$ cat src/mlcd_pkg.sv
package mlcd_pkg;

    // Panel geometry and derived store sizes.
    localparam int WIDTH       = 400;
    localparam int HEIGHT      = 240;
    localparam int ROW_BYTES   = WIDTH / 8;
    localparam int STORE_BYTES = HEIGHT * ROW_BYTES;
    localparam int ADDR_W      = $clog2(STORE_BYTES);
    localparam int IDX_W       = $clog2(ROW_BYTES + 1);

    // Queue between the front and back parts.
    localparam int Q_DEPTH = 2;
    localparam int Q_PTR_W = (Q_DEPTH > 1) ? $clog2(Q_DEPTH) : 1;
    localparam int Q_CNT_W = $clog2(Q_DEPTH + 1);

    // Input command codes.
    localparam logic [1:0] CMD_PIXEL = 2'd0;
    localparam logic [1:0] CMD_LINE  = 2'd1;
    localparam logic [1:0] CMD_CLEAR = 2'd2;

    // Operations passed from the front part to the back part.
    localparam logic [1:0] OP_PIXEL = 2'd0;
    localparam logic [1:0] OP_LINE  = 2'd1;
    localparam logic [1:0] OP_TRAIL = 2'd2;
    localparam logic [1:0] OP_CLEAR = 2'd3;

    // Bytes of the panel protocol.
    localparam logic [7:0] MODE_UPDATE = 8'h01;
    localparam logic [7:0] MODE_CLEAR  = 8'h04;
    localparam logic [7:0] TRAILER     = 8'h00;
    localparam logic [7:0] WHITE_BYTE  = 8'hFF;

    // One classified item waiting for the back part.
    typedef struct packed {
        logic [1:0]        op;
        logic [ADDR_W-1:0] addr;
        logic [2:0]        bit_sel;
        logic              white;
        logic [9:0]        line;
        logic              eob;
    } t_op;

endpackage

$ cat src/mlcd_front.sv
module mlcd_front import mlcd_pkg::*; (
    input  logic       start,
    output logic       busy,
    input  logic [1:0] i_command,
    input  logic [8:0] i_pixel_x,
    input  logic [9:0] i_pixel_y,
    input  logic       i_white,
    input  logic [9:0] i_line_number,
    input  logic       i_end_of_block,
    input  logic       i_q_full,
    input  logic       i_sweeping,
    output logic       o_push,
    output t_op        o_entry
);

    logic accept;
    logic px_ok;
    logic line_ok;
    logic keep;

    // No item is taken while the queue is full or the store is being whitened.
    assign busy   = i_q_full || i_sweeping;
    assign accept = start && !busy;

    // Range checks on the pixel position and the line number.
    assign px_ok = (32'(i_pixel_x) < WIDTH) && (32'(i_pixel_x >> 3) < ROW_BYTES)
                   && (32'(i_pixel_y) < HEIGHT);
    assign line_ok = (i_line_number != 10'd0) && (32'(i_line_number) <= HEIGHT);

    // Classify the item; items that cause nothing are dropped here.
    always_comb begin
        o_entry.op      = OP_PIXEL;
        o_entry.addr    = '0;
        o_entry.bit_sel = i_pixel_x[2:0];
        o_entry.white   = i_white;
        o_entry.line    = i_line_number;
        o_entry.eob     = i_end_of_block;
        keep            = 1'b0;
        unique case (i_command)
            CMD_PIXEL: begin
                o_entry.op   = OP_PIXEL;
                o_entry.addr = ADDR_W'(ADDR_W'(i_pixel_y) * ADDR_W'(ROW_BYTES))
                               + ADDR_W'(i_pixel_x >> 3);
                keep         = px_ok;
            end
            CMD_LINE: begin
                if (line_ok) begin
                    o_entry.op   = OP_LINE;
                    o_entry.addr = ADDR_W'(ADDR_W'(i_line_number - 10'd1)
                                   * ADDR_W'(ROW_BYTES));
                    keep         = 1'b1;
                end else begin
                    o_entry.op = OP_TRAIL;
                    keep       = i_end_of_block;
                end
            end
            CMD_CLEAR: begin
                o_entry.op = OP_CLEAR;
                keep       = 1'b1;
            end
            default: begin
                keep = 1'b0;
            end
        endcase
    end

    assign o_push = accept && keep;

endmodule

$ cat config.mk
export PLATFORM = sky130hd
export DESIGN_NAME = mlcd_front
export DESIGN_NICKNAME = d
export VERILOG_FILES = /design/src/mlcd_pkg.sv /design/src/mlcd_front.sv
export SDC_FILE = /design/constraint.sdc
export NUM_CORES = 1
export LEC_CHECK = 0
export ABC_AREA = 1
export BUFFER_PORTS_ARGS = -buffer_cell sky130_fd_sc_hd__buf_2
export CAP_MARGIN = 10
export CORE_MARGIN = 2
export CORE_UTILIZATION = 30
export DETAILED_ROUTE_END_ITERATION = 12
export PLACE_DENSITY_LB_ADDON = 0.1
export RECOVER_POWER = 100
export SYNTH_ARGS = -nofsm -noshare
export SYNTH_HDL_FRONTEND = slang
export SYNTH_SLANG_ARGS = --single-unit
$ cat constraint.sdc
create_clock -name vclk -period 10.6
set_input_delay 1.59 -clock vclk [all_inputs]
set_output_delay 1.59 -clock vclk [all_outputs]
set_load 0.02 [all_outputs]
# --- Word-level counts from Yosys, hierarchy flattened ---
# Index checks and enable logic that the tools add are counted.
totals:
  regBits: 0
  inputBits: 36
  elab_cells: 25
classes:
  addsub: 2
  mul: 2
  magnitude_cmp: 4
  eq_ne: 2
  muxes: 6
  reduce_logical: 9
ops:
  columns: ["cell", "count"]
  rows:
  - ["14-bit case mux with 2 select lines", 1]
  - ["14-bit by 6-bit adder with 14-bit output", 1]
  - ["14-bit by 5-bit multiplier with 13-bit output (second input constant)", 1]
  - ["14-bit two-way mux", 1]
  - ["10-bit by 5-bit multiplier with 13-bit output (second input constant)", 1]
  - ["10-bit by 1-bit subtractor with 11-bit output (second input constant)", 1]
  - ["10-bit by 8-bit less-or-equal comparator with 1-bit output (second input constant)", 1]
  - ["10-bit by 8-bit less-than comparator with 1-bit output (second input constant)", 1]
  - ["10-bit nonzero test", 1]
  - ["9-bit less-than comparator (second input constant)", 1]
  - ["6-bit less-than comparator (second input constant)", 1]
  - ["1-bit logical AND", 5]
  - ["2-bit case mux with 2 select lines", 1]
  - ["1-bit case mux with 3 select lines", 1]
  - ["2-bit by 1-bit == test with 1-bit output (second input constant)", 1]
  - ["2-bit == test (second input constant)", 1]
  - ["2-bit zero test", 1]
  - ["2-bit two-way mux", 1]
  - ["1-bit zero test", 1]
  - ["1-bit logical OR", 1]
  - ["1-bit two-way mux", 1]

# --- Logic depth before layout (Yosys ltp) ---
# Gate-level depths: netlist of the first run.
depth:
  ltp_word: 5
  ltp_mapped: 20

# --- Least setup slack after synthesis of the first run ---
# No wires, ideal clock.
synth_timing:
  path_kind: "in2out"
  start: "in i_line_number[0]"
  end: "out o_entry[26] (netlist bit)"
  t_arrival_ns: 4.606
  required_time_ns: 9.010
  slack_ns: 4.404
  path_stages: 15
  cell_sequence: "inv_1 ha_1 nand2_4 xor2_1 ha_1 ha_1 fa_1 ha_1 nand3_1 nand3_1 a21oi_1 nor2_1 o21ai_0 nand2_1 o22ai_1"
synth_lines:
  columns: ["element", "line_no", "rtl"]
  rows:
  - ["start: declaration", "mlcd_front.sv:8", "input logic [9:0] i_line_number,"]
  - ["end: declaration", "mlcd_front.sv:13", "output t_op o_entry"]

==> results.json, run 1 <==
{
  "worst_slew_pin_slew_ns": 0.4700,
  "synth.avg_cell_area_um2": 6.791,
  "drtIter0Drc": 87,
  "start_util_pct": 30.75,
  "setup_violations": 0,
  "fin_crit_sh_pct": 65.51,
  "cp-start-kind": "input port",
  "cpMaxStageDelayCell": "fa_1",
  "critPathMaxFanout": 6,
  "slew_headroom_pct": 68.66,
  "grt_pass1_vias": 2376,
  "endpoint_kind": "primary output",
  "rows": 34,
  "fp.dieH_um": 98.32,
  "diodes": 0,
  "wl_per_cell_um": 11.37,
  "viasPerCell": 4.603,
  "slowest_delay_ns": 0.53,
  "critical-path-top-delay-family": "adder cells",
  "worstSetupStartpoint": "i_line_number[0]",
  "p_per_area_nw_per_um2": 101.9,
  "finalNonFillerCells": 546,
  "core_area_um2": 8678,
  "ir_drop_mv": 0.02434,
  "io_pins": 69,
  "final_nets": 555,
  "via_count": 2513,
  "num-fill-cells": 1028,
  "syn_inst": 393,
  "syn_nets": 508,
  "gp_congestion": 0.8033,
  "p_leak_nw": 1.693,
  "arrival_ns": 5.35,
  "rsz0062_at_grt": "no",
  "cp.depth": 19,
  "seq_cell_count": 0,
  "grt_max_degree": 12,
  "die_w_um": 98.32,
  "path_buf_inv": 5,
  "grt_pass1_wl_um": 10710,
  "finalHoldViolCount": 0,
  "final_layout_size_suffix_gt1_share_pct": 12.33,
  "hp-class": "input port to primary output",
  "fmax_mhz": 144.0,
  "hold_path.startpoint": "i_pixel_x[1]",
  "fin_setup_tns_ns": 0,
  "slew_violations": 0,
  "ys_types": 34,
  "layout_commonest_cell": "nand2_1",
  "cts_setup_buffers": 0,
  "place_inst": 546,
  "drt-pass1-iter-count": 5,
  "crit_path_frequent_cell": "ha_1",
  "grt_usage_pct": 12.82,
  "cts_hold_buf": 0,
  "cp_cell_sequence": "clkbuf_1 > inv_1 > ha_1 > nand2_4 > nor3_1 > xor2_1 > ha_1 > ha_1 > inv_1 > fa_1 > inv_1 > ha_1 > a21oi_1 > o21ai_0 > a21oi_1 > nand3b_1 > nand3_1 > nand2_1 > clkbuf_1",
  "drv_cap": 0,
  "place_hpwl_um": 5693,
  "synthesis.area_um2": 2669,
  "drt.antenna.violating_nets": 0,
  "synth_warnings": 0,
  "route.detailed.drc": 0,
  "final_cell_mix": "nand2_1 (79), inv_1 (73), ha_1 (67), buf_2 (36)",
  "area_growth_pct": 10.41,
  "seq_area_frac_synth_pct": 0,
  "nClkBuffers": 0,
  "whs_path_depth": 0,
  "wirelength_um": 6207,
  "layout_min_cycle_time_ns": 6.944,
  "final-seq-area_um2": 0,
  "grt_overflow": 0,
  "portBuffers": 61,
  "crit_required_ns": 9.01,
  "die_area_um2": 9667,
  "antenna_found_initial": 0,
  "cts_resized": 0,
  "crit_type": "input port to primary output",
  "status": "finished, final reports clean"
}
-- routing by layer --
layer,up-vias,part of all wire [%],GRT usage [%]
met3,0,3.3,0.4295
met2,55,40,19.73
met4,0,0,0.1054
li1,1367,-,-
met1,1091,57,20.94
met5,-,0,0
-- path summary, 6_finish.rpt --
kind	end
max	o_entry[28]
min	o_entry[13]
-- Yosys cell counts --
cell	number	share of area, %
o21ai_1	2	0.38
nand2_4	1	0.42
o21a_1	1	0.28
o311ai_0	1	0.33
nand3b_1	4	1.1
xor2_1	13	4.3
nand3_2	1	0.38
o21ai_0	16	3.0
xnor2_1	9	3.0
o21bai_1	1	0.28
o32ai_1	1	0.33
inv_2	2	0.28
a21o_1	2	0.56
nand2_1	78	11
nand4_1	10	2.3
nor2_2	3	0.70
buf_2	1	0.19
o221ai_1	1	0.33
fa_1	12	9.0
a31oi_1	1	0.23
nor3_2	1	0.38
nor3_1	3	0.56
a21oi_1	17	3.2
buf_4	15	4.2
inv_1	72	10
ha_1	67	31
nor2_1	16	2.3
nand3_1	25	4.7
nor2_4	2	0.84
nand2_2	8	1.9
nor3_4	1	0.61
or2_2	1	0.23
a21oi_2	1	0.33
o22ai_1	4	0.94
-- area by class of cell --
class	instances	area [µm²]	area share, %
well taps	108	135.1	4.586
inverters	74	277.8	9.427
repair buffers	61	274.0	9.299
multi-input cells	303	2260	76.69
-- cells by family (layout without fill, tap and decap cells) --
logic type	count (synthesis)	count (layout)	synth area share [%]
and+or+nand+nor	154	154	27.38
xor gates and xnor gates	22	22	7.220
buffers and inverters	90	135	14.81
adders and majority gates	79	79	40.41
AOI/OAI and AO/OA	48	48	10.17
-- metrics by stage --
| stage | instance area, µm² | utilization, % | total power, mW | worst slack, ns | hold slack (ns) |
|---|---|---|---|---|---|
| finish | 2947 | 33.95 | 0.3004 | 3.656 | 3.180 |
| global route | 2947 | 33.95 | 0.3481 | 3.273 | 3.180 |
| CTS | 2992 | 34.47 | 0.3072 | 3.834 | 3.180 |
| detailed placement | 2992 | 34.47 | 0.3044 | 3.861 | 3.180 |
| global placement | 2992 | 34.47 | 0.3059 | 3.830 | 3.180 |
| floorplan | 2669 | - | 0.2376 | 4.404 | 3.293 |
-- where the power goes --
group | internal, mW | switching (mW) | leakage, nW
Combinational | 0.114 | 0.186 | 1.69
Sequential | 0 | 0 | 0
Clock | 0 | 0 | 0
No activity file was read; power rests on OpenSTA's default activity.
==> run 2: changes to the inputs <==
clock period = 6.14 ns   (was 10.6 ns; I/O delays follow)
==> results.json, run 2 (same netlist as run 1, synthesis figures left out) <==
{
  "status": "finished, final reports clean",
  "seq_power_share_pct": 0,
  "endpoint_kind": "primary output",
  "cp-start-kind": "input port",
  "core_area_um2": 8678,
  "critPathMaxFanout": 6,
  "gr-usage-met3_pct": 0.2147,
  "fp.dieH_um": 98.32,
  "hold_path.startpoint": "i_pixel_x[1]",
  "pwr-share-comb_pct": 100.0,
  "final_cell_mix": "nand2_1 (79), inv_1 (73), ha_1 (67), buf_2 (37), nand3_1 (25)",
  "grt_overflow": 0,
  "wirelength_um": 6078,
  "layout_min_cycle_time_ns": 5.527,
  "ir_drop_mv": 0.05347,
  "final-seq-area_um2": 0,
  "p_leak_nw": 1.697,
  "whs_path_depth": 0,
  "gp_congestion": 0.8034,
  "io_pins": 69,
  "arrival_ns": 4.61,
  "start_util_pct": 30.75,
  "layout_commonest_cell": "nand2_1",
  "drv_cap": 0,
  "hold_path_end": "o_entry[13]",
  "area_growth_pct": 10.45,
  "crit_required_ns": 5.22,
  "nClkBuffers": 0,
  "grt_usage_pct": 12.50,
  "hp-class": "input port to primary output",
  "setup_violations": 0,
  "die_w_um": 98.32,
  "grt_util_met2_pct": 18.68,
  "final_nets": 555,
  "cts_setup_buffers": 0,
  "drtIter0Drc": 101,
  "route.detailed.drc": 0,
  "finalHoldViolCount": 0,
  "cts_resized": 0,
  "top_usage_layer": "met1",
  "post-place-ws_ns": 0.8013,
  "grt_pass1_vias": 2291,
  "rsz0062_at_grt": "no",
  "fin_ws_ns": 0.6132,
  "final_layout_size_suffix_gt1_share_pct": 12.56,
  "slew_headroom_pct": 68.65,
  "drt-pass1-iter-count": 4,
  "seq_cell_count": 0,
  "viasPerCell": 4.535,
  "gr-usage-met1_pct": 20.99,
  "via_count": 2476,
  "switching_power_mw": 0.3196,
  "power_frac_clock_pct": 0,
  "grt_max_degree": 12,
  "rows": 34,
  "crit_type": "input port to primary output",
  "p_int_mw": 0.1971,
  "slew_violations": 0,
  "fin_setup_tns_ns": 0,
  "wl_per_cell_um": 11.13,
  "portBuffers": 61,
  "fin_crit_sh_pct": 90.01,
  "worst_slew_pin_slew_ns": 0.4702,
  "cts_hold_buf": 0,
  "grt_pass1_wl_um": 10450,
  "p_per_area_nw_per_um2": 175.3,
  "diodes": 0,
  "place_hpwl_um": 5611,
  "die_area_um2": 9667,
  "antenna_found_initial": 0,
  "fmax_mhz": 180.9,
  "drt.antenna.violating_nets": 0,
  "switching_share_pct": 61.85
}
==> run 2: how the worst max path moves through the flow <==
| stage | slack, ns | end | start |
|---|---|---|---|
| finish | 0.61 | o_entry[28] | i_line_number[0] |
| global route | 0.23 | o_entry[28] | i_line_number[0] |
| CTS | 0.78 | o_entry[28] | i_line_number[0] |
| detailed placement | 0.80 | o_entry[28] | i_line_number[0] |
| global placement | 0.71 | o_entry[26] | i_line_number[0] |
| floorplan | 1.28 | o_entry[26] | i_line_number[0] |
==> run 2: final cells by class <==
class	count	area [µm²]
fill	977	5731
multi-input combinational	303	2260
inverter	74	277.8
timing repair buffer	61	275.3
tap	108	135.1
==> run 2: power by group through the flow <==
| stage | Combinational [mW] | Sequential, mW | Clock [mW] |
|---|---|---|---|
| finish | 0.517 | 0 | 0 |
| floorplan | 0.410 | 0 | 0 |
| CTS | 0.528 | 0 | 0 |
| global route | 0.599 | 0 | 0 |
| global placement | 0.528 | 0 | 0 |
| detailed placement | 0.524 | 0 | 0 |
==> run 2: metal layers <==
layer | up-vias | wire [µm]
met4 | 0 | 0
met2 | 45 | 2391
met3 | 0 | 191
li1 | 1365 | -
met5 | - | 0
met1 | 1066 | 3495
==> run 2: worst max-delay path, stage by stage <==
cell and delay (ns):
clkbuf_1 0.14, inv_1 0.14, ha_1 0.25, nand2_4 0.10, nor3_1 0.29, xor2_1 0.34
ha_1 0.30, ha_1 0.28, inv_1 0.05, fa_1 0.53, inv_1 0.04, ha_1 0.37
a21oi_1 0.18, o21ai_0 0.09, a21oi_1 0.16, nand3b_1 0.13, nand3_1 0.08, nand2_1 0.07
buf_2 0.15
==> run 2: through the flow <==
stage | instance area, µm² | hold WS, ns | power [mW] | cells | util (%)
2_1_floorplan | 2669 | 1.955 | 0.4102 | 393 | -
3_3_place_gp | 2992 | 1.842 | 0.5280 | 546 | 34.47
3_5_place_dp | 2992 | 1.842 | 0.5241 | 546 | 34.47
4_1_cts | 2992 | 1.842 | 0.5281 | 546 | 34.47
5_1_grt | 2948 | 1.842 | 0.5994 | 546 | 33.97
6_report | 2948 | 1.842 | 0.5167 | 546 | 33.97
==> run 3: changes to the inputs <==
CORE_ASPECT_RATIO = 1.25   (was unset)
==> results.json, run 3 (same netlist as run 1, synthesis figures left out) <==
{
  "status": "finished, final reports clean",
  "finalHoldViolCount": 0,
  "cts_setup_buffers": 0,
  "die_area_um2": 9671,
  "multiInputGateArea_um2": 2271,
  "layout_min_cycle_time_ns": 5.554,
  "place_hpwl_um": 6065,
  "drv_cap": 0,
  "holdWs_ns": 1.842,
  "setup_violations": 0,
  "p_per_area_nw_per_um2": 174.3,
  "arrival_ns": 4.63,
  "final-seq-area_um2": 0,
  "slew_headroom_pct": 69.44,
  "drt-pass1-iter-count": 4,
  "fin_crit_sh_pct": 90.45,
  "portBuffers": 61,
  "drt.antenna.violating_nets": 0,
  "diodes": 0,
  "worst_slew_pin_slew_ns": 0.4584,
  "rows": 38,
  "start_util_pct": 30.84,
  "ir_drop_mv": 0.06069,
  "route.detailed.drc": 0,
  "seq_cell_count": 0,
  "grt_pass1_wl_um": 11000,
  "cp-start-kind": "input port",
  "fmax_mhz": 180.1,
  "final_cell_mix": "nand2_1 (79), inv_1 (73), ha_1 (67), buf_2 (36)",
  "crit_type": "input port to primary output",
  "p_leak_nw": 1.697,
  "hp-class": "input port to primary output",
  "wl_per_cell_um": 11.81,
  "grt_pass1_vias": 2460,
  "die_w_um": 88.36,
  "fin_setup_tns_ns": 0,
  "final_nets": 555,
  "num-fill-cells": 1032,
  "grt_usage_pct": 13.68,
  "layout_commonest_cell": "nand2_1",
  "viasPerCell": 4.527,
  "grt_overflow": 0,
  "rsz0062_at_grt": "no",
  "io_pins": 69,
  "wirelength_um": 6590,
  "antenna_found_initial": 0,
  "fp.dieH_um": 109.5,
  "gp_congestion": 0.8126,
  "cts_hold_buf": 0,
  "nClkBuffers": 0,
  "crit_required_ns": 5.22,
  "endpoint_kind": "primary output",
  "cts_resized": 0,
  "final_layout_size_suffix_gt1_share_pct": 12.56,
  "grt_max_degree": 12,
  "whs_path_depth": 0,
  "slew_violations": 0,
  "area_growth_pct": 11.39,
  "drtIter0Drc": 80,
  "via_count": 2526,
  "core_area_um2": 8653,
  "critPathMaxFanout": 5
}
[run 3: through the flow]
step / setup WS [ns] / total power, mW / cell area, µm² / cells / util (%)
finish: 0.5865 / 0.5180 / 2973 / 558 / 34.36
global route: 0.2358 / 0.5977 / 2973 / 558 / 34.36
CTS: 0.7062 / 0.5336 / 3007 / 558 / 34.75
detailed placement: 0.7274 / 0.5279 / 3007 / 558 / 34.75
global placement: 0.7109 / 0.5284 / 3007 / 558 / 34.75
floorplan: 1.282 / 0.4102 / 2669 / 393 / -
[run 3: power by group]
| part | switching [mW] | internal [mW] | total [mW] | leakage (nW) |
|---|---|---|---|---|
| registers | 0 | 0 | 0 | 0 |
| logic | 0.321 | 0.197 | 0.518 | 1.70 |
| clock network | 0 | 0 | 0 | 0 |
[run 3: cell type report]
| class | instances | share of cell area [%] |
|---|---|---|
| inverter | 74 | 9.343 |
| multi-input combinational | 303 | 76.39 |
| tap | 120 | 5.051 |
| timing repair buffer | 61 | 9.217 |
[run 3: final timing paths]
kind                      end             start
hold / removal    o_entry[12]      i_pixel_x[0]
setup / recovery  o_entry[26]  i_line_number[0]
[run 3: per-layer routing]
layer / part of all wire, % / wire length [µm] / vias to the layer above / GRT usage, %
met4: 0 / 0 / 0 / 0.5411
li1: - / - / 1363 / -
met1: 39 / 2596 / 1136 / 16.05
met2: 59 / 3876 / 27 / 28.20
met3: 1.8 / 116 / 0 / 0.3754
met5: 0 / 0 / - / 0
[run 3: critical path: stages]
cell      delay [ns]
clkbuf_1        0.20
inv_1           0.14
ha_1            0.28
nand2_4         0.14
xor2_1          0.33
ha_1            0.31
ha_1            0.32
fa_1            0.49
ha_1            0.38
nand3_1         0.11
nand3_1         0.16
a21oi_1         0.17
nor2_1          0.07
o21ai_0         0.15
nand2_1         0.06
o22ai_1         0.15
clkbuf_1        0.25
