==> src/mlcd_pkg.sv <==
package mlcd_pkg;

    // Panel geometry and derived store sizes.
    localparam int WIDTH       = 400;
    localparam int HEIGHT      = 240;
    localparam int ROW_BYTES   = WIDTH / 8;
    localparam int STORE_BYTES = HEIGHT * ROW_BYTES;
    localparam int ADDR_W      = $clog2(STORE_BYTES);
    localparam int IDX_W       = $clog2(ROW_BYTES + 1);

    // Queue between the front and back parts.
    localparam int Q_DEPTH = 2;
    localparam int Q_PTR_W = (Q_DEPTH > 1) ? $clog2(Q_DEPTH) : 1;
    localparam int Q_CNT_W = $clog2(Q_DEPTH + 1);

    // Input command codes.
    localparam logic [1:0] CMD_PIXEL = 2'd0;
    localparam logic [1:0] CMD_LINE  = 2'd1;
    localparam logic [1:0] CMD_CLEAR = 2'd2;

    // Operations passed from the front part to the back part.
    localparam logic [1:0] OP_PIXEL = 2'd0;
    localparam logic [1:0] OP_LINE  = 2'd1;
    localparam logic [1:0] OP_TRAIL = 2'd2;
    localparam logic [1:0] OP_CLEAR = 2'd3;

    // Bytes of the panel protocol.
    localparam logic [7:0] MODE_UPDATE = 8'h01;
    localparam logic [7:0] MODE_CLEAR  = 8'h04;
    localparam logic [7:0] TRAILER     = 8'h00;
    localparam logic [7:0] WHITE_BYTE  = 8'hFF;

    // One classified item waiting for the back part.
    typedef struct packed {
        logic [1:0]        op;
        logic [ADDR_W-1:0] addr;
        logic [2:0]        bit_sel;
        logic              white;
        logic [9:0]        line;
        logic              eob;
    } t_op;

endpackage

==> src/mlcd_queue.sv <==
module mlcd_queue import mlcd_pkg::*; (
    input  logic i_clk,
    input  logic i_rst_n,
    input  logic i_push,
    input  t_op  i_entry,
    input  logic i_pop,
    output logic o_full,
    output logic o_empty,
    output t_op  o_head
);

    t_op                r_mem [Q_DEPTH];
    logic [Q_PTR_W-1:0] r_wr_ptr;
    logic [Q_PTR_W-1:0] r_rd_ptr;
    logic [Q_CNT_W-1:0] r_count;
    logic [Q_PTR_W-1:0] n_wr_ptr;
    logic [Q_PTR_W-1:0] n_rd_ptr;

    assign o_full  = (32'(r_count) == Q_DEPTH);
    assign o_empty = (r_count == '0);
    assign o_head  = r_mem[r_rd_ptr];

    // Pointer wrap at the queue depth.
    always_comb begin
        n_wr_ptr = (32'(r_wr_ptr) == Q_DEPTH - 1) ? '0 : r_wr_ptr + 1'b1;
        n_rd_ptr = (32'(r_rd_ptr) == Q_DEPTH - 1) ? '0 : r_rd_ptr + 1'b1;
    end

    // Entry storage.
    always_ff @(posedge i_clk) begin
        if (i_push) begin
            r_mem[r_wr_ptr] <= i_entry;
        end
    end

    // Pointers and fill count.
    always_ff @(posedge i_clk) begin
        if (!i_rst_n) begin
            r_wr_ptr <= '0;
            r_rd_ptr <= '0;
            r_count  <= '0;
        end else begin
            if (i_push) begin
                r_wr_ptr <= n_wr_ptr;
            end
            if (i_pop) begin
                r_rd_ptr <= n_rd_ptr;
            end
            if (i_push && !i_pop) begin
                r_count <= r_count + 1'b1;
            end else if (i_pop && !i_push) begin
                r_count <= r_count - 1'b1;
            end
        end
    end

endmodule

==> config.mk <==
export PLATFORM = sky130hd
export DESIGN_NAME = mlcd_queue
export DESIGN_NICKNAME = d
export VERILOG_FILES = /design/src/mlcd_pkg.sv /design/src/mlcd_queue.sv
export SDC_FILE = /design/constraint.sdc
export NUM_CORES = 1
export LEC_CHECK = 0
export BUFFER_PORTS_ARGS = -buffer_cell sky130_fd_sc_hd__buf_2
export CAP_MARGIN = 20
export CORE_AREA = 2 2 87 89
export DETAILED_ROUTE_END_ITERATION = 8
export DIE_AREA = 0 0 89 91
export HOLD_SLACK_MARGIN = 0.1
export SLEW_MARGIN = 20
export SYNTH_ARGS = -nofsm -noshare
export SYNTH_HDL_FRONTEND = slang
export SYNTH_SLANG_ARGS = --single-unit
==> constraint.sdc <==
create_clock -name i_clk -period 3.9 [get_ports i_clk]
set_input_delay 0.78 -clock i_clk [delete_from_list [all_inputs] [get_ports i_clk]]
set_output_delay 0.78 -clock i_clk [all_outputs]
set_load 0.005 [all_outputs]
### Word level (Yosys, flattened, before mapping)

Memories as Yosys holds them, arrays and structs flattened. A register that Yosys moved wholly into a read port is not among the register bits.
Index checks and enable logic that the tools add are counted.

* register bits after elaboration: 4
* output and inout port bits: 33
* input port bits: 35
* bits in writable memories: 62
* memory bits (read-only): 0
* logic and storage cells: 23
* memories kept: 1
* bits in latches: 0

Memory list
* r_mem: words 2, width 31, rd ports 1, clocked after memory_dff 1, wr ports 1, line mlcd_queue.sv:12 `t_op r_mem [Q_DEPTH];`

* multiplexer cells: 8
* bitwise gates (word level): 0
* equal/unequal tests: 1
* add/sub/neg operators: 4
* reductions and logical operators: 6
* multipliers: 0
* div/mod/pow operators: 0
* $lt $le $gt $ge: 0
* shift operators: 0

Operators with widths (count)
* $mux 1: 6
* $mux 2: 2
* $add 1x1->1 const B: 2
* $add 2x1->2 const B: 1
* $eq 2x2->1 const B: 1
* $logic_and 1x1->1: 2
* $logic_not 1->1: 2
* $logic_not 2->1: 1
* $reduce_bool 2->1: 1
* $sub 2x1->2 const B: 1

### Longest topological paths before layout

Gate-level depths: netlist (run 1).

* depth after elaboration: 4
* depth in mapped cells: 5
* mapped depth without buffers: 5

### Worst setup path before layout (run 1)

Ideal clock, no wire load.

* kind: input to register
* start point: input i_push
* end point: memory r_mem[0][0] (netlist bit), enable pin
* slack: 1260 ps
* setup time: 424 ps
* required time: 3476 ps
* buffers on the path: 0
* arrival: 2216 ps
* stages on the path: 1
* path through: nor2b_1

* word-level cells in the longest chain between the ends: 2

RTL lines
* start, declared: line mlcd_queue.sv:4 `input logic i_push,`
* $mux 1: line mlcd_queue.sv:31 `if (i_push) begin`
* $mux 1 (not written as such): line mlcd_queue.sv:32 `r_mem[r_wr_ptr] <= i_entry;`
* end, declared: line mlcd_queue.sv:12

Every way passes these cells.

==> impl_metrics.env, run 1 <==
export IMPL_status="finished clean"
export IMPL_synth_nets=154
export IMPL_synthCells=118
export IMPL_wl_um=4293
export IMPL_post_route_drc_count=0
export IMPL_drive_above_1_share=0.5700
export IMPL_register_area_um2=1962
export IMPL_clock_sinks=67
export IMPL_initial_core_util=0.3426
export IMPL_cts_clk_slew_worst_paths_ns=0.07
export IMPL_finalHoldViolCount=0
export IMPL_synth_largest_area_cell="edfxtp_1"
export IMPL_drtPass1Iterations=4
export IMPL_grt_first_pass_wirelength_um=6844
export IMPL_numCtsBuffers=9
export IMPL_area_growth_pct=25.38
export IMPL_r2r_end="r_mem[1][0]"
export IMPL_worst_pin_slew_ns=0.9346
export IMPL_synth_top_area_share=0.7615
export IMPL_dieArea_um2=8099
export IMPL_startpoint_type="flip-flop"
export IMPL_cts_max_level=3
export IMPL_period_share=0.6725
export IMPL_gp_congestion=0.7108
export IMPL_fin_nets=231
export IMPL_hold_ws_ns=0.5127
export IMPL_die_h_um=91
export IMPL_routedWlPerCell_um=14.36
export IMPL_cts_tree="done"
export IMPL_diodes=0
export IMPL_worstPathRequired_ns=3.12
export IMPL_coreArea_um2=7137
export IMPL_grt_use_total=0.1193
export IMPL_timing_rr_start="r_wr_ptr"
export IMPL_worst_setup_path_end_kind="primary output"
export IMPL_viasPerCell=4.304
export IMPL_yosys_warnings=0
export IMPL_fin_crit_ns=2.623
export IMPL_drt_initial_drc_count=35
export IMPL_cts_setup_buffers=0
export IMPL_power_density_nw_per_um2=476.7
export IMPL_via_count=1287
export IMPL_antenna_found_initial=0
export IMPL_leakagePower_nw=1.158
export IMPL_finalSetupTns_ns=0
export IMPL_synth_seq_cells=67
export IMPL_min_path_type="reg -> reg"
export IMPL_holdPathStages=2
export IMPL_timing_fmax_ghz=0.3813
export IMPL_postRouteAntennaNets=0
export IMPL_clock_latency_ns=0.34
export IMPL_fillers=682
export IMPL_slew_headroom=0.3756
export IMPL_setup_viol=0
export IMPL_gr_total_overflow=0
export IMPL_min_from="r_count[1]"
export IMPL_io_buffers=67
export IMPL_rr_worst_depth=2
export IMPL_seq_area_frac_synth=0.8025
export IMPL_die_w_um=89
export IMPL_synth_area_um2=2445
export IMPL_yosysUniqueCellTypes=16
export IMPL_cts_root_buf="clkbuf_8"
export IMPL_grt_setup_unrepaired="no"
export IMPL_ir_worst_vdd_uv=238.0
export IMPL_ctsLongestPathBuffers=2
export IMPL_grt_max_degree=33
export IMPL_postCtsHoldBufs=0
export IMPL_r2r_setup_slack_ns=2.35
export IMPL_clock_skew_ns=0.001963
export IMPL_worstPathArrival_ns=1.84
export IMPL_cts_resized=0
export IMPL_io_pins=68
export IMPL_maxCapViolations=0
export IMPL_grt_pass1_vias=1435
export IMPL_hold_path_endpoint="r_count[1]"
export IMPL_num_rows=31
export IMPL_slew_violations=0
export IMPL_synthTopCellsByArea="edfxtp_1 76%, mux2_2 14%, dfxtp_1 4.1%"
export IMPL_avgSynthCellArea_um2=20.72
export IMPL_multi_input_area_um2=471.7
export IMPL_path_class="reg -> out"
export IMPL_cp_max_fo=22
==> area by class of cell <==
cell class | count | area share
Tap cell | 99 | 0.04041
Timing Repair Buffer | 69 | 0.1143
Sequential cell | 67 | 0.6400
Clock inverter | 3 | 0.004898
Clock buffer | 13 | 0.04531
Multi-Input combinational cell | 47 | 0.1539
Inverter | 1 | 0.001224
==> cells by family after synthesis <==
logic type,share of synthesized area
mux,0.1428
compound gates,0.008189
xor+xnor,0.01075
fa+ha+maj,0.005117
buf+inv,0.007673
simple gates,0.02303
flops,0.8025
==> cell usage after synthesis, drive strengths merged <==
master  number
mux2        31
nor2         1
and2         4
inv          1
o21ai        1
and2b        1
o21a         1
xor2         2
buf          3
edfxtp      62
a21boi       1
or3          1
nor2b        2
dfxtp        5
ha           1
xnor2        1
==> cell usage in the layout, fill, tap and decap left out <==
cell / n
buf_2: 67
o21a_1: 1
or3_1: 1
and2b_2: 1
nor2b_4: 1
nor2b_1: 1
inv_1: 1
edfxtp_1: 62
dfxtp_1: 5
nor2_1: 1
clkbuf_1: 4
xnor2_1: 1
clkinv_2: 3
xor2_1: 2
clkbuf_8: 9
o21ai_0: 1
mux2_2: 31
a21boi_1: 1
ha_1: 1
and2_1: 4
buf_4: 2
==> critical path: stages (launching register included) <==
cell	delay, ns
dfxtp_1	0.60
buf_4	0.39
mux2_2	0.38
buf_2	0.14
==> power by group <==
part | leakage [nW] | total, mW | internal [mW] | switching, mW
Sequential | 0.623 | 0.844 | 0.829 | 0.0150
Clock | 0.0812 | 0.470 | 0.228 | 0.242
Combinational | 0.453 | 0.148 | 0.0807 | 0.0670
Total | 1.16 | 1.46 | 1.14 | 0.324
==> state kept, by name (all words and copies together) (netlist names), named ones only <==
signal / flops
r_mem: 62
r_count: 2
r_rd_ptr: 1
r_wr_ptr: 1
==> how the worst max path moves through the flow <==
| stage | cells past startpoint | slack (ns) | to | start |
|---|---|---|---|---|
| after global routing | 3 | 1.15 | o_head[27] | flip-flop |
| after CTS | 3 | 1.22 | o_head[3] | flip-flop |
| final | 3 | 1.28 | o_head[3] | flip-flop |
| after floorplan | 1 | 1.26 | r_mem[0][0] | i_push |
| after detailed placement | 3 | 1.60 | o_head[3] | flip-flop |
| after global placement | 3 | 1.59 | o_head[16] | flip-flop |
==> metal layers <==
metal	track usage	part of all wire	vias up
met1	0.1331	0.40	622
li1	-	-	610
met4	0.07463	0.029	0
met5	0	0	-
met2	0.1822	0.49	45
met3	0.05455	0.076	10
==> through the flow <==
step | instance area (µm²) | total power, mW | worst slack (ns) | utilization | instances
global route | 3065 | 1.523 | 1.154 | 0.4295 | 299
CTS | 3065 | 1.477 | 1.225 | 0.4295 | 299
finish | 3065 | 1.461 | 1.277 | 0.4295 | 299
detailed placement | 2912 | 1.012 | 1.599 | 0.4080 | 283
global placement | 2912 | 1.009 | 1.591 | 0.4080 | 283
floorplan | 2445 | 0.9350 | 1.260 | - | 118
Power figures use the tool's default switching activity.
==> run 2: changes to the inputs <==
==> constraint.sdc (replaced) <==
create_clock -name i_clk -period 2.4 [get_ports i_clk]
set_input_delay 0.48 -clock i_clk [delete_from_list [all_inputs] [get_ports i_clk]]
set_output_delay 0.48 -clock i_clk [all_outputs]
set_load 0.005 [all_outputs]
==> run 2 against run 1 <==
  * Sequential power grew 61%
  * Critical path depth unchanged
  * First-iteration DRC count grew 69%
  * Register-to-register slack got worse by 1.2 ns
  * Via count stayed put
  * Clock skew increased by 0.0017 ns
==> impl_metrics.env, run 2 (synthesis results as in run 1) <==
export IMPL_status="finished clean"
export IMPL_final_common_cell="buf_2"
export IMPL_use_met3=0.06091
export IMPL_postRouteAntennaNets=0
export IMPL_antenna_found_initial=0
export IMPL_area_growth_pct=29.43
export IMPL_cts_clk_slew_worst_paths_ns=0.07
export IMPL_dp_cells=286
export IMPL_die_h_um=91
export IMPL_grt_max_degree=24
export IMPL_finalSetupTns_ns=0
export IMPL_drt_initial_drc_count=59
export IMPL_fin_nets=234
export IMPL_num_rows=31
export IMPL_fin_cells=302
export IMPL_postCtsHoldBufs=0
export IMPL_period_share=0.8112
export IMPL_diodes=0
export IMPL_use_met1=0.1337
export IMPL_worstPathArrival_ns=1.47
export IMPL_leakagePower_nw=1.191
export IMPL_drive_above_1_share=0.5911
export IMPL_top_register="r_mem"
export IMPL_grt_use_total=0.1150
export IMPL_grt_setup_unrepaired="no"
export IMPL_clock_skew_ns=0.003658
export IMPL_via_count=1287
export IMPL_worst_setup_path_end_kind="primary output"
export IMPL_viasPerCell=4.262
export IMPL_worst_pin_slew_ns=0.3914
export IMPL_path_class="reg -> out"
export IMPL_cts_tree="done"
export IMPL_finalHoldViolCount=0
export IMPL_use_met2=0.1779
export IMPL_die_w_um=89
export IMPL_initial_core_util=0.3426
export IMPL_post_route_drc_count=0
export IMPL_io_pins=68
export IMPL_io_buffers=67
export IMPL_setup_ws_ns=0.4532
export IMPL_setup_viol=0
export IMPL_cp_max_fo=22
export IMPL_clock_latency_ns=0.33
export IMPL_clock_sinks=67
export IMPL_slew_violations=0
export IMPL_coreArea_um2=7137
export IMPL_grt_pass1_vias=1385
export IMPL_numCtsBuffers=9
export IMPL_power_density_nw_per_um2=827.9
export IMPL_finalPower_mw=2.620
export IMPL_hpwlAfterDp_um=2786
export IMPL_utilization=0.4434
export IMPL_cts_resized=0
export IMPL_startpoint_type="flip-flop"
export IMPL_pre_cts_slack_ns=0.7836
export IMPL_cts_root_buf="clkbuf_8"
export IMPL_grt_first_pass_wirelength_um=6624
export IMPL_maxCapViolations=0
export IMPL_routedWlPerCell_um=14.16
export IMPL_busiest_layer="met2"
export IMPL_fillers=678
export IMPL_dieArea_um2=8099
export IMPL_gp_congestion=0.6718
export IMPL_fin_crit_ns=1.947
export IMPL_timing_fmax_ghz=0.5137
export IMPL_cts_setup_buffers=0
export IMPL_min_path_type="in -> reg"
export IMPL_worstPathRequired_ns=1.92
export IMPL_ctsLongestPathBuffers=2
export IMPL_final_cell_mix="67 x buf_2, 62 x edfxtp_1, 31 x mux2_2, 9 x clkbuf_8, 5 x dfxtp_1"
export IMPL_gr_total_overflow=0
export IMPL_ir_worst_vdd_uv=353.3
export IMPL_drtPass1Iterations=4
export IMPL_cts_max_level=3
export IMPL_slew_headroom=0.7385
export IMPL_largest_reg_flops=62
export IMPL_wl_um=4277
export IMPL_top_regs="r_mem x62, r_count x2"
run 2: path summary, 6_finish.rpt:
| path | startpoint | end | slack [ns] | depth (start not counted) |
|---|---|---|---|---|
| worst max-delay path | flip-flop | o_head[1] | 0.45 | 3 |
| worst min-delay path | i_entry[8] | r_mem[0][8] | 0.34 | 1 |
| worst max register to register | r_wr_ptr | r_mem[0][7] | 1.17 | 2 |
| worst min register to register | r_count[1] | r_count[1] | 0.50 | 2 |
run 2: layer usage:
metal	part of all wire	vias to the layer above	wire length, µm
met5	0	-	0
met4	0.0058	0	25
met2	0.52	40	2210
met1	0.41	629	1742
li1	-	616	-
met3	0.070	2	299
run 2: area by class of cell:
class	count	area, µm²	area share
clock buffers	10	127.6	0.04033
clock inverters	6	90.09	0.02847
multi-input cells	47	471.7	0.1491
well taps	99	123.9	0.03915
inverters	1	3.754	0.001186
flip-flops and latches	67	1962	0.6200
repair buffers	72	385.4	0.1218
run 2: per-stage QoR:
| stage | instance area, µm² | hold WS (ns) |
|---|---|---|
| 6_report | 3164 | 0.3366 |
| 5_1_grt | 3164 | 0.3100 |
| 3_3_place_gp | 2947 | 0.4843 |
| 2_1_floorplan | 2445 | 0.4662 |
| 4_1_cts | 3164 | 0.3144 |
| 3_5_place_dp | 2947 | 0.4879 |
run 2: where the power goes:
group	switching, mW	internal (mW)	total (mW)
registers	0.0185	1.35	1.36
logic	0.116	0.139	0.255
clock network	0.417	0.585	1.00
total	0.551	2.07	2.62
run 2: critical path: stages, from the launching register on:
cell and delay [ns]:
dfxtp_1 0.33, buf_4 0.30, mux2_2 0.38, buf_2 0.13
==> run 3: changes to the inputs <==
==> constraint.sdc (replaced) <==
create_clock -name i_clk -period 1.65 [get_ports i_clk]
set_input_delay 0.33 -clock i_clk [delete_from_list [all_inputs] [get_ports i_clk]]
set_output_delay 0.33 -clock i_clk [all_outputs]
set_load 0.005 [all_outputs]
==> run 3 against run 2 <==
  * The run now ends with negative setup slack left
  * Global-route usage is 0.54 points lower
  * Core utilization rose by 1.8 points
  * Register-to-register slack lost 0.69 ns
  * Total power up 48%
  * Critical path depth is the same
  * Clock skew increased by 0.0017 ns
  * Count of clock-buffer cells in the layout shrank 1
  * Highest routed layer unchanged
==> impl_metrics.env, run 3 (synthesis results as in run 1) <==
export IMPL_power_frac_clock=0.374
export IMPL_cts_max_level=3
export IMPL_grt_max_degree=28
export IMPL_grt_first_pass_wirelength_um=6534
export IMPL_grt_pass1_vias=1339
export IMPL_rr_worst_depth=2
export IMPL_coreArea_um2=7137
export IMPL_finalHoldViolCount=0
export IMPL_dieArea_um2=8099
export IMPL_fillers=664
export IMPL_gr_total_overflow=0
export IMPL_slew_violations=0
export IMPL_worst_setup_path_end_kind="primary output"
export IMPL_postCtsHoldBufs=0
export IMPL_via_count=1282
export IMPL_drt_initial_drc_count=69
export IMPL_drive_above_1_share=0.6000
export IMPL_area_growth_pct=34.54
export IMPL_startpoint_type="flip-flop"
export IMPL_violations="negative setup slack"
export IMPL_diodes=0
export IMPL_post_route_drc_count=0
export IMPL_maxCapViolations=0
export IMPL_p_sw_frac=0.2095
export IMPL_holdPathStages=1
export IMPL_routedWlPerCell_um=14.09
export IMPL_top_register="r_mem"
export IMPL_dp_cells=288
export IMPL_internal_power_mw=3.058
export IMPL_p_comb_frac=0.112
export IMPL_leakagePower_nw=1.262
export IMPL_fin_nets=236
export IMPL_placed_cell_area_um2=2962
export IMPL_power_density_nw_per_um2=1176
export IMPL_final_common_cell="edfxtp_1"
export IMPL_hold_ws_ns=0.1852
export IMPL_ctsLongestPathBuffers=2
export IMPL_die_h_um=91
export IMPL_cp_max_fo=10
export IMPL_pwr_share_seq=0.514
export IMPL_gp_congestion=0.7070
export IMPL_io_buffers=67
export IMPL_initial_core_util=0.3426
export IMPL_worstPathArrival_ns=1.34
export IMPL_path_class="reg -> out"
export IMPL_status="complete, but fails checks"
export IMPL_timing_fmax_ghz=0.6000
export IMPL_fin_cells=304
export IMPL_io_pins=68
export IMPL_cts_clk_slew_worst_paths_ns=0.07
export IMPL_num_rows=31
export IMPL_cts_setup_buffers=0
export IMPL_period_share=1.010
export IMPL_drtPass1Iterations=4
export IMPL_finalSetupTns_ns=-0.06952
export IMPL_numCtsBuffers=9
export IMPL_hpwlAfterDp_um=2845
export IMPL_min_path_type="in -> reg"
export IMPL_cts_root_buf="clkbuf_8"
export IMPL_setup_ws_ns=-0.01670
export IMPL_largest_reg_flops=62
export IMPL_cts_tree="done"
export IMPL_final_cell_area_um2=3289
export IMPL_clock_skew_ns=0.005334
export IMPL_grt_use_total=0.1095
export IMPL_antenna_found_initial=0
export IMPL_postRouteAntennaNets=0
export IMPL_setup_viol=9
export IMPL_grt_setup_unrepaired="yes"
export IMPL_final_cell_mix="62 x edfxtp_1, 60 x buf_2, 24 x mux2_2, 9 x clkbuf_8"
export IMPL_wl_um=4282
export IMPL_worstPathRequired_ns=1.32
export IMPL_top_regs="r_mem x62, r_count x2"
export IMPL_die_w_um=89
export IMPL_clock_sinks=67
export IMPL_viasPerCell=4.217
export IMPL_slew_headroom=0.8122
export IMPL_fin_crit_ns=1.667
export IMPL_worst_pin_slew_ns=0.2817
export IMPL_ir_worst_vdd_uv=590.4
export IMPL_p_switching_mw=0.8102
export IMPL_clock_latency_ns=0.33
export IMPL_finalPower_mw=3.868
==> run 3: layout make-up <==
type	count	area, µm²	share of cell area
inverter	1	3.754	0.001141
tap	99	123.9	0.03766
multi-input combinational	47	498.0	0.1514
sequential	67	1966	0.5976
clock inverter	7	92.59	0.02815
timing repair buffer	74	481.7	0.1464
clock buffer	9	123.9	0.03766
==> run 3: stage by stage <==
step                setup WS (ns)  utilization
floorplan                 0.04837            -
global placement           0.2974       0.4150
detailed placement         0.2884       0.4150
CTS                      -0.03874       0.4516
global route             -0.06668       0.4609
finish                   -0.01670       0.4609
==> run 3: what timing repair did <==
item	in CTS	in global routing
gates resized for setup	13	12
endpoints found under the hold margin	0	0
setup endpoints to repair	31	31
==> run 3: critical path, stage by stage, from the launching register on <==
cell and delay [ns]:
dfxtp_4 0.39, buf_12 0.14, mux2_2 0.34, buf_2 0.13
==> run 3: final timing paths <==
check                                start      endpoint  slack (ns)
worst max-delay path             flip-flop     o_head[7]       -0.02
worst min-delay path            i_entry[6]   r_mem[0][6]        0.19
worst max register to register    r_wr_ptr  r_mem[1][26]        0.48
worst min register to register  r_count[1]    r_count[1]        0.51
==> run 3: power groups by stage <==
stage | sequential [mW] | combinational [mW] | clock, mW
after detailed placement | 2.02 | 0.385 | 0
after global routing | 2.00 | 0.471 | 1.57
after global placement | 2.02 | 0.383 | 0
after floorplan | 2.02 | 0.194 | 0
final | 1.99 | 0.432 | 1.45
after CTS | 1.99 | 0.407 | 1.49
==> run 3: per-layer routing <==
metal	vias to the layer above	track usage	wire length, µm
li1	619	-	-
met3	2	0.03545	259
met2	40	0.1766	2129
met1	621	0.1342	1886
met4	0	0.04478	6
met5	-	0	0
